$ cat config.mk
export PLATFORM = sky130hd
export DESIGN_NAME = point_in_polygon_ray_cast_flat
export DESIGN_NICKNAME = d
export VERILOG_FILES = /design/src/rtl/core/pip_pkg.sv /design/src/rtl/core/pip_if.sv /design/src/rtl/core/pip_datapath.sv /design/src/rtl/core/pip_ctrl.sv /design/src/rtl/core/point_in_polygon_ray_cast.sv /design/src/flat_wrapper.sv
export VERILOG_INCLUDE_DIRS = /design/src /design/src/rtl/core
export SDC_FILE = /design/constraint.sdc
export NUM_CORES = 2
export LEC_CHECK = 0
export ABC_CLOCK_PERIOD_IN_PS = 19790
export BUFFER_PORTS_ARGS = -buffer_cell sky130_fd_sc_hd__buf_4
export CAP_MARGIN = 20
export CORE_ASPECT_RATIO = 0.9
export CORE_MARGIN = 5
export CORE_UTILIZATION = 49
export CTS_CLUSTER_SIZE = 30
export DETAILED_ROUTE_END_ITERATION = 8
export PLACE_DENSITY = 0.68
export SYNTH_ARGS = -nofsm -noshare
export SYNTH_HDL_FRONTEND = slang
export SYNTH_HIERARCHICAL = 1
export SYNTH_SLANG_ARGS = --single-unit
$ cat constraint.sdc
create_clock -name clk -period 19.79 [get_ports clk]
set_input_delay 2.9685 -clock clk [delete_from_list [all_inputs] [get_ports clk]]
set_output_delay 2.9685 -clock clk [all_outputs]
set_load 0.02 [all_outputs]
$ cat src/rtl/core/point_in_polygon_ray_cast_macros.svh
// Assertion macros shared by the point-in-polygon modules.
// Each macro expands to one labeled concurrent assertion that is
// clocked on the rising edge and disabled while reset is high.
`ifndef POINT_IN_POLYGON_RAY_CAST_MACROS_SVH
`define POINT_IN_POLYGON_RAY_CAST_MACROS_SVH

// The consequent must hold in the same cycle as the antecedent.
`define PIP_ASSERT_NOW(name, clk, rst, ante, cons) \
  name: assert property (@(posedge clk) disable iff (rst) (ante) |-> (cons)) \
    else $error("%m: same-cycle check failed");

// The consequent must hold in the cycle after the antecedent.
`define PIP_ASSERT_NEXT(name, clk, rst, ante, cons) \
  name: assert property (@(posedge clk) disable iff (rst) (ante) |=> (cons)) \
    else $error("%m: next-cycle check failed");

`endif

$ cat src/rtl/core/pip_pkg.sv
`default_nettype none

package pip_pkg;

  // Sequencer states: accept a vertex, left and right multiply, update, result.
  typedef enum logic [2:0] {
    ST_IDLE,
    ST_LHS,
    ST_RHS,
    ST_DECIDE,
    ST_EMIT
  } pip_state_t;

  // Commands from the controller to the datapath.
  typedef struct packed {
    logic load;
    logic mul_lhs;
    logic mul_rhs;
    logic decide;
    logic emit;
  } pip_cmd_t;

  // Status from the datapath to the controller.
  typedef struct packed {
    logic last;
    logic out_free;
  } pip_status_t;

endpackage

`default_nettype wire

$ cat src/rtl/core/pip_if.sv
`default_nettype none

// Vertex stream: one polygon vertex per transfer.
interface pip_vertex_if #(
  parameter int COORD_BITS = 32
);
  logic                         valid;
  logic                         ready;
  logic signed [COORD_BITS-1:0] point_x;
  logic signed [COORD_BITS-1:0] point_y;
  logic signed [COORD_BITS-1:0] vertex_x;
  logic signed [COORD_BITS-1:0] vertex_y;
  logic                         first_vertex;
  logic                         last_vertex;

  modport source (
    output valid, point_x, point_y, vertex_x, vertex_y, first_vertex, last_vertex,
    input  ready
  );
  modport sink (
    input  valid, point_x, point_y, vertex_x, vertex_y, first_vertex, last_vertex,
    output ready
  );
endinterface

// Verdict stream: one transfer per polygon.
interface pip_result_if;
  logic valid;
  logic ready;
  logic inside_res;

  modport source (output valid, inside_res, input ready);
  modport sink (input valid, inside_res, output ready);
endinterface

`default_nettype wire

$ cat src/rtl/core/pip_datapath.sv
`default_nettype none
`include "point_in_polygon_ray_cast_macros.svh"

module pip_datapath #(
  parameter int COORD_BITS = 32
) (
  input  wire logic                         clk,
  input  wire logic                         rst,
  input  wire pip_pkg::pip_cmd_t            cmd,
  output pip_pkg::pip_status_t              status,
  input  wire logic signed [COORD_BITS-1:0] point_x,
  input  wire logic signed [COORD_BITS-1:0] point_y,
  input  wire logic signed [COORD_BITS-1:0] vertex_x,
  input  wire logic signed [COORD_BITS-1:0] vertex_y,
  input  wire logic                         first_vertex,
  input  wire logic                         last_vertex,
  output logic                              out_valid,
  input  wire logic                         out_ready,
  output logic                              inside_res
);

  localparam int DW = COORD_BITS + 1;
  localparam int PW = 2 * DW;

  logic signed [COORD_BITS-1:0] query_x;
  logic signed [COORD_BITS-1:0] query_y;
  logic signed [COORD_BITS-1:0] prev_x;
  logic signed [COORD_BITS-1:0] prev_y;
  logic signed [COORD_BITS-1:0] cur_x;
  logic signed [COORD_BITS-1:0] cur_y;
  logic                         have_prev;
  logic                         edge_en;
  logic                         last_r;
  logic                         crossing_parity;
  logic                         boundary_hit;
  logic signed [PW-1:0]         lhs;
  logic signed [PW-1:0]         rhs;

  logic signed [DW-1:0] dx_pt;
  logic signed [DW-1:0] dy_pt;
  logic signed [DW-1:0] dx_edge;
  logic signed [DW-1:0] dy_edge;
  logic signed [DW-1:0] mul_a;
  logic signed [DW-1:0] mul_b;
  logic signed [PW-1:0] prod;

  logic signed [COORD_BITS-1:0] min_x;
  logic signed [COORD_BITS-1:0] max_x;
  logic signed [COORD_BITS-1:0] min_y;
  logic signed [COORD_BITS-1:0] max_y;
  logic vert_match;
  logic horiz_hit;
  logic span;
  logic prod_eq;
  logic prod_lt;
  logic prod_gt;
  logic toggle;

  // Edge differences, one bit wider so they never overflow.
  assign dx_pt   = $signed({query_x[COORD_BITS-1], query_x}) - $signed({prev_x[COORD_BITS-1], prev_x});
  assign dy_pt   = $signed({query_y[COORD_BITS-1], query_y}) - $signed({prev_y[COORD_BITS-1], prev_y});
  assign dx_edge = $signed({cur_x[COORD_BITS-1], cur_x}) - $signed({prev_x[COORD_BITS-1], prev_x});
  assign dy_edge = $signed({cur_y[COORD_BITS-1], cur_y}) - $signed({prev_y[COORD_BITS-1], prev_y});

  // One shared multiplier: (py - y1) * (x2 - x1) first, then (px - x1) * (y2 - y1).
  assign mul_a = cmd.mul_rhs ? dx_pt : dy_pt;
  assign mul_b = cmd.mul_rhs ? dy_edge : dx_edge;
  assign prod  = mul_a * mul_b;

  // Edge bounds and the boundary and crossing tests.
  assign min_x = (prev_x < cur_x) ? prev_x : cur_x;
  assign max_x = (prev_x < cur_x) ? cur_x : prev_x;
  assign min_y = (prev_y < cur_y) ? prev_y : cur_y;
  assign max_y = (prev_y < cur_y) ? cur_y : prev_y;

  assign vert_match = (cur_x == query_x) && (cur_y == query_y);
  assign horiz_hit  = edge_en && (prev_y == cur_y) && (prev_y == query_y)
                      && (query_x > min_x) && (query_x < max_x);
  assign span       = edge_en && (query_y > min_y) && (query_y <= max_y)
                      && (query_x <= max_x) && (prev_y != cur_y);
  assign prod_eq    = (rhs == lhs);
  assign prod_lt    = (rhs < lhs);
  assign prod_gt    = !prod_eq && !prod_lt;
  assign toggle     = span && !prod_eq
                      && ((prev_x == cur_x) || ((dy_edge > 0) ? prod_lt : prod_gt));

  // Polygon state: cleared by a first vertex, updated once per vertex.
  always_ff @(posedge clk) begin
    if (rst) begin
      query_x         <= '0;
      query_y         <= '0;
      have_prev       <= 1'b0;
      edge_en         <= 1'b0;
      last_r          <= 1'b0;
      crossing_parity <= 1'b0;
      boundary_hit    <= 1'b0;
    end else if (cmd.load) begin
      last_r  <= last_vertex;
      edge_en <= have_prev && !first_vertex;
      if (first_vertex) begin
        query_x         <= point_x;
        query_y         <= point_y;
        crossing_parity <= 1'b0;
        boundary_hit    <= 1'b0;
      end
    end else if (cmd.decide) begin
      have_prev       <= 1'b1;
      crossing_parity <= crossing_parity ^ toggle;
      boundary_hit    <= boundary_hit || vert_match || horiz_hit || (span && prod_eq);
    end
  end

  // Vertex and product registers carry no reset.
  always_ff @(posedge clk) begin
    if (cmd.load) begin
      cur_x <= vertex_x;
      cur_y <= vertex_y;
    end
    if (cmd.decide) begin
      prev_x <= cur_x;
      prev_y <= cur_y;
    end
    if (cmd.mul_lhs) begin
      lhs <= prod;
    end
    if (cmd.mul_rhs) begin
      rhs <= prod;
    end
  end

  // Output register holds the verdict until its transfer completes.
  always_ff @(posedge clk) begin
    if (rst) begin
      out_valid <= 1'b0;
    end else if (cmd.emit) begin
      out_valid <= 1'b1;
    end else if (out_ready) begin
      out_valid <= 1'b0;
    end
  end

  always_ff @(posedge clk) begin
    if (cmd.emit) begin
      inside_res <= boundary_hit || crossing_parity;
    end
  end

  assign status.last     = last_r;
  assign status.out_free = !out_valid || out_ready;

  `PIP_ASSERT_NEXT(a_vertex_hit, clk, rst, cmd.decide && vert_match, boundary_hit)
  `PIP_ASSERT_NEXT(a_first_clears, clk, rst, cmd.load && first_vertex, !crossing_parity && !edge_en)
  `PIP_ASSERT_NEXT(a_emit_valid, clk, rst, cmd.emit, out_valid && (inside_res == (boundary_hit || crossing_parity)))

endmodule

`default_nettype wire

$ cat src/rtl/core/pip_ctrl.sv
`default_nettype none
`include "point_in_polygon_ray_cast_macros.svh"

module pip_ctrl (
  input  wire logic                 clk,
  input  wire logic                 rst,
  input  wire logic                 in_valid,
  output logic                      in_ready,
  input  wire pip_pkg::pip_status_t status,
  output pip_pkg::pip_cmd_t         cmd
);

  pip_pkg::pip_state_t state;
  pip_pkg::pip_state_t state_next;

  // State register.
  always_ff @(posedge clk) begin
    if (rst) begin
      state <= pip_pkg::ST_IDLE;
    end else begin
      state <= state_next;
    end
  end

  // Next state and datapath commands.
  // No vertex is taken while reset is held, so none can be lost there.
  always_comb begin
    state_next = state;
    cmd        = '0;
    in_ready   = 1'b0;
    unique case (state)
      pip_pkg::ST_IDLE: begin
        in_ready = !rst;
        if (in_valid && !rst) begin
          cmd.load   = 1'b1;
          state_next = pip_pkg::ST_LHS;
        end
      end
      pip_pkg::ST_LHS: begin
        cmd.mul_lhs = 1'b1;
        state_next  = pip_pkg::ST_RHS;
      end
      pip_pkg::ST_RHS: begin
        cmd.mul_rhs = 1'b1;
        state_next  = pip_pkg::ST_DECIDE;
      end
      pip_pkg::ST_DECIDE: begin
        cmd.decide = 1'b1;
        state_next = status.last ? pip_pkg::ST_EMIT : pip_pkg::ST_IDLE;
      end
      pip_pkg::ST_EMIT: begin
        if (status.out_free) begin
          cmd.emit   = 1'b1;
          state_next = pip_pkg::ST_IDLE;
        end
      end
      default: begin
        state_next = pip_pkg::ST_IDLE;
      end
    endcase
  end

  `PIP_ASSERT_NOW(a_emit_free, clk, rst, cmd.emit, status.out_free)
  `PIP_ASSERT_NEXT(a_one_item, clk, rst, cmd.load, !in_ready && cmd.mul_lhs)
  `PIP_ASSERT_NEXT(a_no_result_ready, clk, rst, cmd.decide && !status.last, in_ready)

endmodule

`default_nettype wire

$ cat src/rtl/core/point_in_polygon_ray_cast.sv
// Point-in-polygon test by ray casting, one vertex per transfer.
// A new vertex is taken only once the last one is through; one shared multiplier
// forms both cross products of an edge in turn, then the state is updated.
// A last vertex then goes on to the emit state, which registers the verdict,
// or waits there while the previous verdict has not been taken.
// Reset (rst, synchronous): query point, parity and hit flags and valids clear.
`default_nettype none

module point_in_polygon_ray_cast #(
  parameter int COORD_BITS = 32
) (
  input  wire logic   clk,
  input  wire logic   rst,
  pip_vertex_if.sink  vtx,
  pip_result_if.source res
);

  pip_pkg::pip_cmd_t    cmd;
  pip_pkg::pip_status_t status;
  logic                 in_ready;

  assign vtx.ready = in_ready;

  // Sequencer.
  pip_ctrl u_ctrl (
    .clk      (clk),
    .rst      (rst),
    .in_valid (vtx.valid),
    .in_ready (in_ready),
    .status   (status),
    .cmd      (cmd)
  );

  // Edge arithmetic and polygon state.
  pip_datapath #(
    .COORD_BITS (COORD_BITS)
  ) u_datapath (
    .clk          (clk),
    .rst          (rst),
    .cmd          (cmd),
    .status       (status),
    .point_x      (vtx.point_x),
    .point_y      (vtx.point_y),
    .vertex_x     (vtx.vertex_x),
    .vertex_y     (vtx.vertex_y),
    .first_vertex (vtx.first_vertex),
    .last_vertex  (vtx.last_vertex),
    .out_valid    (res.valid),
    .out_ready    (res.ready),
    .inside_res   (res.inside_res)
  );

endmodule

`default_nettype wire

$ cat src/flat_wrapper.sv
// flat-port wrapper written by rule: the top's interface ports become plain ports
module point_in_polygon_ray_cast_flat 
#(
  parameter int COORD_BITS = 32
)
  (clk, rst, vtx_valid, vtx_point_x, vtx_point_y, vtx_vertex_x, vtx_vertex_y, vtx_first_vertex, vtx_last_vertex, vtx_ready, res_valid, res_inside_res, res_ready);
  pip_vertex_if #(.COORD_BITS(COORD_BITS)) vtx_i ();
  pip_result_if res_i ();
  input  wire logic clk;
  input  wire logic rst;
  input wire logic [$bits(vtx_i.valid)-1:0] vtx_valid;
  input wire logic [$bits(vtx_i.point_x)-1:0] vtx_point_x;
  input wire logic [$bits(vtx_i.point_y)-1:0] vtx_point_y;
  input wire logic [$bits(vtx_i.vertex_x)-1:0] vtx_vertex_x;
  input wire logic [$bits(vtx_i.vertex_y)-1:0] vtx_vertex_y;
  input wire logic [$bits(vtx_i.first_vertex)-1:0] vtx_first_vertex;
  input wire logic [$bits(vtx_i.last_vertex)-1:0] vtx_last_vertex;
  output wire logic [$bits(vtx_i.ready)-1:0] vtx_ready;
  output wire logic [$bits(res_i.valid)-1:0] res_valid;
  output wire logic [$bits(res_i.inside_res)-1:0] res_inside_res;
  input wire logic [$bits(res_i.ready)-1:0] res_ready;
  assign vtx_i.valid = vtx_valid;
  assign vtx_i.point_x = vtx_point_x;
  assign vtx_i.point_y = vtx_point_y;
  assign vtx_i.vertex_x = vtx_vertex_x;
  assign vtx_i.vertex_y = vtx_vertex_y;
  assign vtx_i.first_vertex = vtx_first_vertex;
  assign vtx_i.last_vertex = vtx_last_vertex;
  assign vtx_ready = vtx_i.ready;
  assign res_valid = res_i.valid;
  assign res_inside_res = res_i.inside_res;
  assign res_i.ready = res_ready;
  point_in_polygon_ray_cast #(.COORD_BITS(COORD_BITS)) u_core (.clk(clk), .rst(rst), .vtx(vtx_i), .res(res_i));
endmodule
* Word level (Yosys, flattened, before mapping)
Cells that the tools add are included.
Storage, ports and cells: flip-flop bits (word level) 334, bits in latches 0, bits in writable memories 0, bits in read-only memories 0, output and inout port bits 3, memories 0
Operators by class: $add $sub $neg 4, multiply operators 1, divide/modulo/power cells 0, magnitude comparators 9, eq/ne operators 14, shift-type cells 0, multiplexer cells 26, bitwise operators 2, reduce and logical (&&, ||, !) cells 33
Operator list (number):
- 32-bit equality test | 5
- 32-bit by 32-bit subtractor with 33-bit output | 4
- 32-bit 2-to-1 mux | 4
- 32-bit < comparator | 3
- 66-bit equality test | 1
- 66-bit < comparator | 1
- 33-bit by 33-bit multiplier with 66-bit output | 1
- 33-bit 2-to-1 mux | 2
- 32-bit greater-than comparator | 2
- 32-bit <= comparator | 2
- 33-bit by 1-bit greater-than comparator with 1-bit output, second input constant | 1
- 32-bit != test | 1
- 1-bit 2-to-1 mux | 16
- 1-bit logical AND | 15
- 3-bit one-hot mux with 5 select lines | 1
- 3-bit 2-to-1 mux | 3
- 2-bit AND reduction | 4
- 3-bit by 2-bit equality test with 1-bit output, second input constant | 2
- 1-bit logical OR | 6
- 1-bit logical NOT | 5
- 2-bit != test, second input constant | 2
- 2-bit nonzero test | 2
- 3-bit by 1-bit equality test with 1-bit output, second input constant | 1
- 3-bit equality test, second input constant | 1
- other kinds (4) | 4

* Depth between registers and ports, before layout
word-level depth 12, depth in mapped cells 46, mapped depth without buffers 44

* By module
Netlist, hierarchy kept.
Modules (own cells, without submodules):
- pip_datapath | instances 1, cells an instance 6677, area each 62562.5 um^2, seq. area each 9238.9 um^2
- pip_ctrl | instances 1, cells an instance 17, area each 158.9 um^2, seq. area each 60.1 um^2

* Least setup slack after synthesis
OpenSTA, ideal clock, no wires.
path kind register -> register, start reg u_core.u_ctrl.state[1], end reg u_core.u_datapath.lhs[64] (data pin), library setup time 0.264 ns, arrival 13.971 ns, setup slack 5.556 ns, stages on the path, launching flop included 34, buffers on the path 4, period minus slack after synthesis 14.234 ns, cell sequence dfxtp_1 > nor3b_1 > clkbuf_1 > clkbuf_1 > buf_1 > clkbuf_1 > mux2_2 > inv_1 > nor2_1 > fa_1 > inv_1 > fa_1 > inv_1 > fa_1 > fa_1 > inv_1 > fa_1 > fa_1 > inv_1 > fa_1 > fa_1 > ha_1 > a21o_1 > a21oi_1 > nor2b_1 > a311oi_1 > a31oi_1 > a2111oi_0 > o21ai_0 > a31o_2 > a211oi_1 > a21oi_1 > a41oi_1 > xnor2_1
RTL lines:
- start: declaration | line pip_ctrl.sv:13 | pip_pkg::pip_state_t state;
- start signal: assignment | line pip_ctrl.sv:19 | state <= pip_pkg::ST_IDLE;
- start signal: assignment | line pip_ctrl.sv:21 | state <= state_next;
- end signal: assignment | line pip_datapath.sv:124 | lhs <= prod;
- end: declaration | line pip_datapath.sv:36 | logic signed [PW-1:0] lhs;

* Worst setup path in the final report
start reg u_core.u_datapath.cur_x[0], end reg u_core.u_datapath.lhs[65] (data pin)
On the way: word-level cells in the longest chain between the ends 3
RTL lines:
- start: declaration | line pip_datapath.sv:29 | logic signed [COORD_BITS-1:0] cur_x;
- start signal: assignment | line pip_datapath.sv:116 | cur_x <= vertex_x;
- 32-bit by 32-bit subtractor with 33-bit output | line pip_datapath.sv:62 | assign dx_edge = $signed({cur_x[COORD_BITS-1], cur_x}) - $signed({prev_x[COORD_BITS-1], prev_x});
- 33-bit 2-to-1 mux | line pip_datapath.sv:67 | assign mul_b = cmd.mul_rhs ? dy_edge : dx_edge;
- 33-bit by 33-bit multiplier with 66-bit output | line pip_datapath.sv:68 | assign prod = mul_a * mul_b;
- net u_core.u_datapath.prod[65] | line pip_datapath.sv:45 | logic signed [PW-1:0] prod;
The timed path passes the listed nets, and every way through them passes these cells. A chain may end at the register's enable or synchronous reset.

==> qor.txt <==
Fin crit period -> 12.73 ns
Startpoint type of the worst setup path -> flip-flop
Share of layout cells above drive strength 1 -> 6.19%
Hold Fails Final Rpt -> 0
Final setup viols -> 0
First-pass GRT wire length -> 309 mm
Worst-path clk slew -> 0.07 ns
Area of the multi-input gates -> 48000 sq um
DRT Wirelength -> 199 mm
Cells after DPL -> 8392
Critical Path Max Stage Delay -> 0.94 ns
Crit-path slowest cell -> mux2_2
Primary FF master, synth -> edfxtp_1
Initial core utilization -> 49.4%
DR DRC count -> 0
Fin nets -> 8559
R2R Path Start -> u_core/u_datapath/cur_x[0]
Status -> complete, no violations
Reg2reg setup slack -> 7.06 ns
Cts bufs inserted -> 41
Die height -> 349 um
I/O pin total -> 137
Hold path depth -> 2
Setup bufs post-CTS -> 0
Synth area leaders -> fa_1, edfxtp_1, ha_1
Mapped Area -> 62700 sq um
Worst Max-Slew Pin Slew -> 1.28 ns
CP Capture Type -> flip-flop
Met2 usage -> 47.9%
Post-CTS Hold Buffers -> 0
Vias per inst -> 5.80
Worst Path Required -> 20.18 ns
RSZ-0062 raised after global routing -> no
Routed via count -> 49200
Root Driver -> clkbuf_16
Cell mode on critical path -> fa_1
Die area -> 135000 sq um
Gpl congestion -> 0.985
GRT overflow -> 0
Total Neg Setup Slack -> 0 ns
Commonest non-fill, non-tap cell in the layout -> inv_1
Area grow syn2layout -> 7.43%
Top cell type's share of synthesized area -> 36.7%
Synthesized Nets -> 8518
Non-filler instance count after layout -> 8473
GR Util met3 -> 6.89%
Rel. slew slack -> 13.9%
Final ANT Viol Nets -> 0
WP data arrival -> 13.11 ns
Crit path kind -> flip-flop to flip-flop
Most frequent cells in the layout -> inv_1, fa_1, nand2_1
Vias in the first global route -> 51700
GR peak layer -> met2
Die Width -> 387 um
Total track usage -> 29.9%
Critical-path maximum fanout -> 31
Max Clk Rate -> 78.6 MHz
Clk_lat worst skew -> 0.66 ns
Largest net degree at the start of global routing -> 81
HPWL after detailed placement -> 158 mm
Drt initial violations -> 4794
Slew Viols, Final -> 0
PortBufs -> 136
Number of enable flip-flop cells after synthesis -> 261
Max Cap Viol -> 0
Syn Inst Count -> 6694
Post-CTS Resized -> 0
Post-DR wirelength/cell -> 23.5 um
Final Cycle Share -> 64.3%
Met1 Use GR -> 38.7%
CTS tree -> built
Core area -> 127000 sq um
Synth unique cells -> 91
Clk buf depth -> 3
Clock sink count -> 334
Largest area contributor in the synthesized netlist -> fa_1
Num rows -> 124
Yosys Warn Count -> 6
Setup skew after layout -> 0.0742 ns
Initial antenna violation count -> 11
Sequential fraction of the synthesis area -> 14.8%
DR pass1 iterations -> 7
FF-to-FF End -> u_core/u_datapath/lhs[65]
Max H-tree Level -> 2
Hold_sp -> u_core/u_datapath/have_prev
Worst hold endpoint -> u_core/u_datapath/have_prev
Setup WS post-layout -> 7.06 ns
Asr flop ratio synth -> 0%
Mapped Avg Cell Area -> 9.37 sq um
Worst min path class -> flip-flop to flip-flop
R2r worst-path depth -> 39
Fillcell total -> 11500
Final hold slack -> 0.462 ns
Number of register bits inferred by synthesis -> 334
Dpl ws -> 7.48 ns
FF/Latch Area -> 9300 sq um
## layer usage
layer	up-vias	wire, um
met3	557	20100
met1	24700	77400
met2	2390	90300
met5	-	32
met4	4	11500
li1	21500	-
## critical path, delay by kind of cell (launching register included)
| family | cells | cell delay [ns] |
|---|---|---|
| DFF | 1 | 0.43 |
| AOI/OAI and AO/OA | 13 | 3.48 |
| xor gates and xnor gates | 2 | 0.65 |
| buffers and inverters | 4 | 0.22 |
| muxes | 1 | 0.94 |
| and+or+nand+nor | 8 | 1.70 |
| adders and majority gates | 11 | 5.03 |
## synthesized netlist by cell type (12+ instances only)
cell	instances
or2_2	18
nor2b_1	62
clkbuf_1	223
buf_1	12
o21bai_1	22
o21a_1	40
nand3_1	49
a21o_1	155
o21ai_0	124
nor4_1	23
nor3_1	48
nand2b_1	48
xnor2_1	178
mux2_2	20
a22oi_1	50
a211oi_1	23
buf_2	15
o211ai_1	23
nand2_1	933
edfxtp_1	261
a21oi_1	355
ha_1	541
dfxtp_1	73
nand4_1	83
and2_1	180
inv_1	1213
mux2i_1	116
xor2_1	48
a31oi_1	27
nor2_1	343
and3_1	29
fa_1	1149
a2111oi_0	13
## registers in the layout (all words and copies together), names as in the netlist
name                               cells
u_core/u_datapath/prev_x              32
u_core/u_ctrl/state                    3
u_core/u_datapath/last_r               1
u_core/u_datapath/cur_y               32
u_core/u_datapath/cur_x               32
u_core/u_datapath/prev_y              32
u_core/u_datapath/crossing_parity      1
u_core/u_datapath/edge_en              1
u_core/u_datapath/out_valid            1
u_core/u_datapath/lhs                 66
u_core/u_datapath/have_prev            1
u_core/u_datapath/inside_res           1
u_core/u_datapath/boundary_hit         1
u_core/u_datapath/query_x             32
u_core/u_datapath/query_y             32
u_core/u_datapath/rhs                 66
## how the worst max path moves through the flow
stage | endpoint | slack [ns] | start
after floorplan | u_core/u_datapath/lhs[64] | 5.56 | u_core/u_ctrl/state[1]
after global placement | u_core/u_datapath/lhs[58] | 7.58 | u_core/u_datapath/prev_x[2]
after detailed placement | u_core/u_datapath/lhs[65] | 7.48 | u_core/u_datapath/prev_x[1]
after CTS | u_core/u_datapath/rhs[65] | 7.47 | u_core/u_datapath/cur_x[0]
after global routing | u_core/u_datapath/rhs[65] | 6.55 | u_core/u_datapath/cur_x[0]
final | u_core/u_datapath/lhs[65] | 7.06 | u_core/u_datapath/cur_x[0]
## per-stage QoR
| step | utilization [%] | area [sq um] |
|---|---|---|
| 2_1_floorplan | - | 62700 |
| 3_3_place_gp | 51.8 | 65900 |
| 3_5_place_dp | 51.8 | 65900 |
| 4_1_cts | 53.0 | 67400 |
| 5_1_grt | 53.0 | 67400 |
| 6_report | 53.0 | 67400 |
## area by class of cell
cell class | instances | area share, %
Inverter | 1213 | 6.76
Tap cell | 1701 | 3.16
Timing Repair Buffer | 253 | 2.82
Multi-Input combinational cell | 4892 | 71.2
Clock inverter | 21 | 0.455
Sequential cell | 334 | 13.8
Clock buffer | 55 | 1.76
Antenna cell | 4 | 0.0149
## cells by family after synthesis
group,Yosys count,synth area share [%]
AOI/OAI and AO/OA,962,9.76
adders and majority gates,1690,47.5
DFF,334,14.8
muxes,137,2.23
and+or+nand+nor,1877,13.6
xor gates and xnor gates,226,3.16
buffers and inverters,1468,8.94
Power is left out: the tool's default activity adds up to more than one toggle a clock period on the data nets, which glitch-free logic cannot reach.
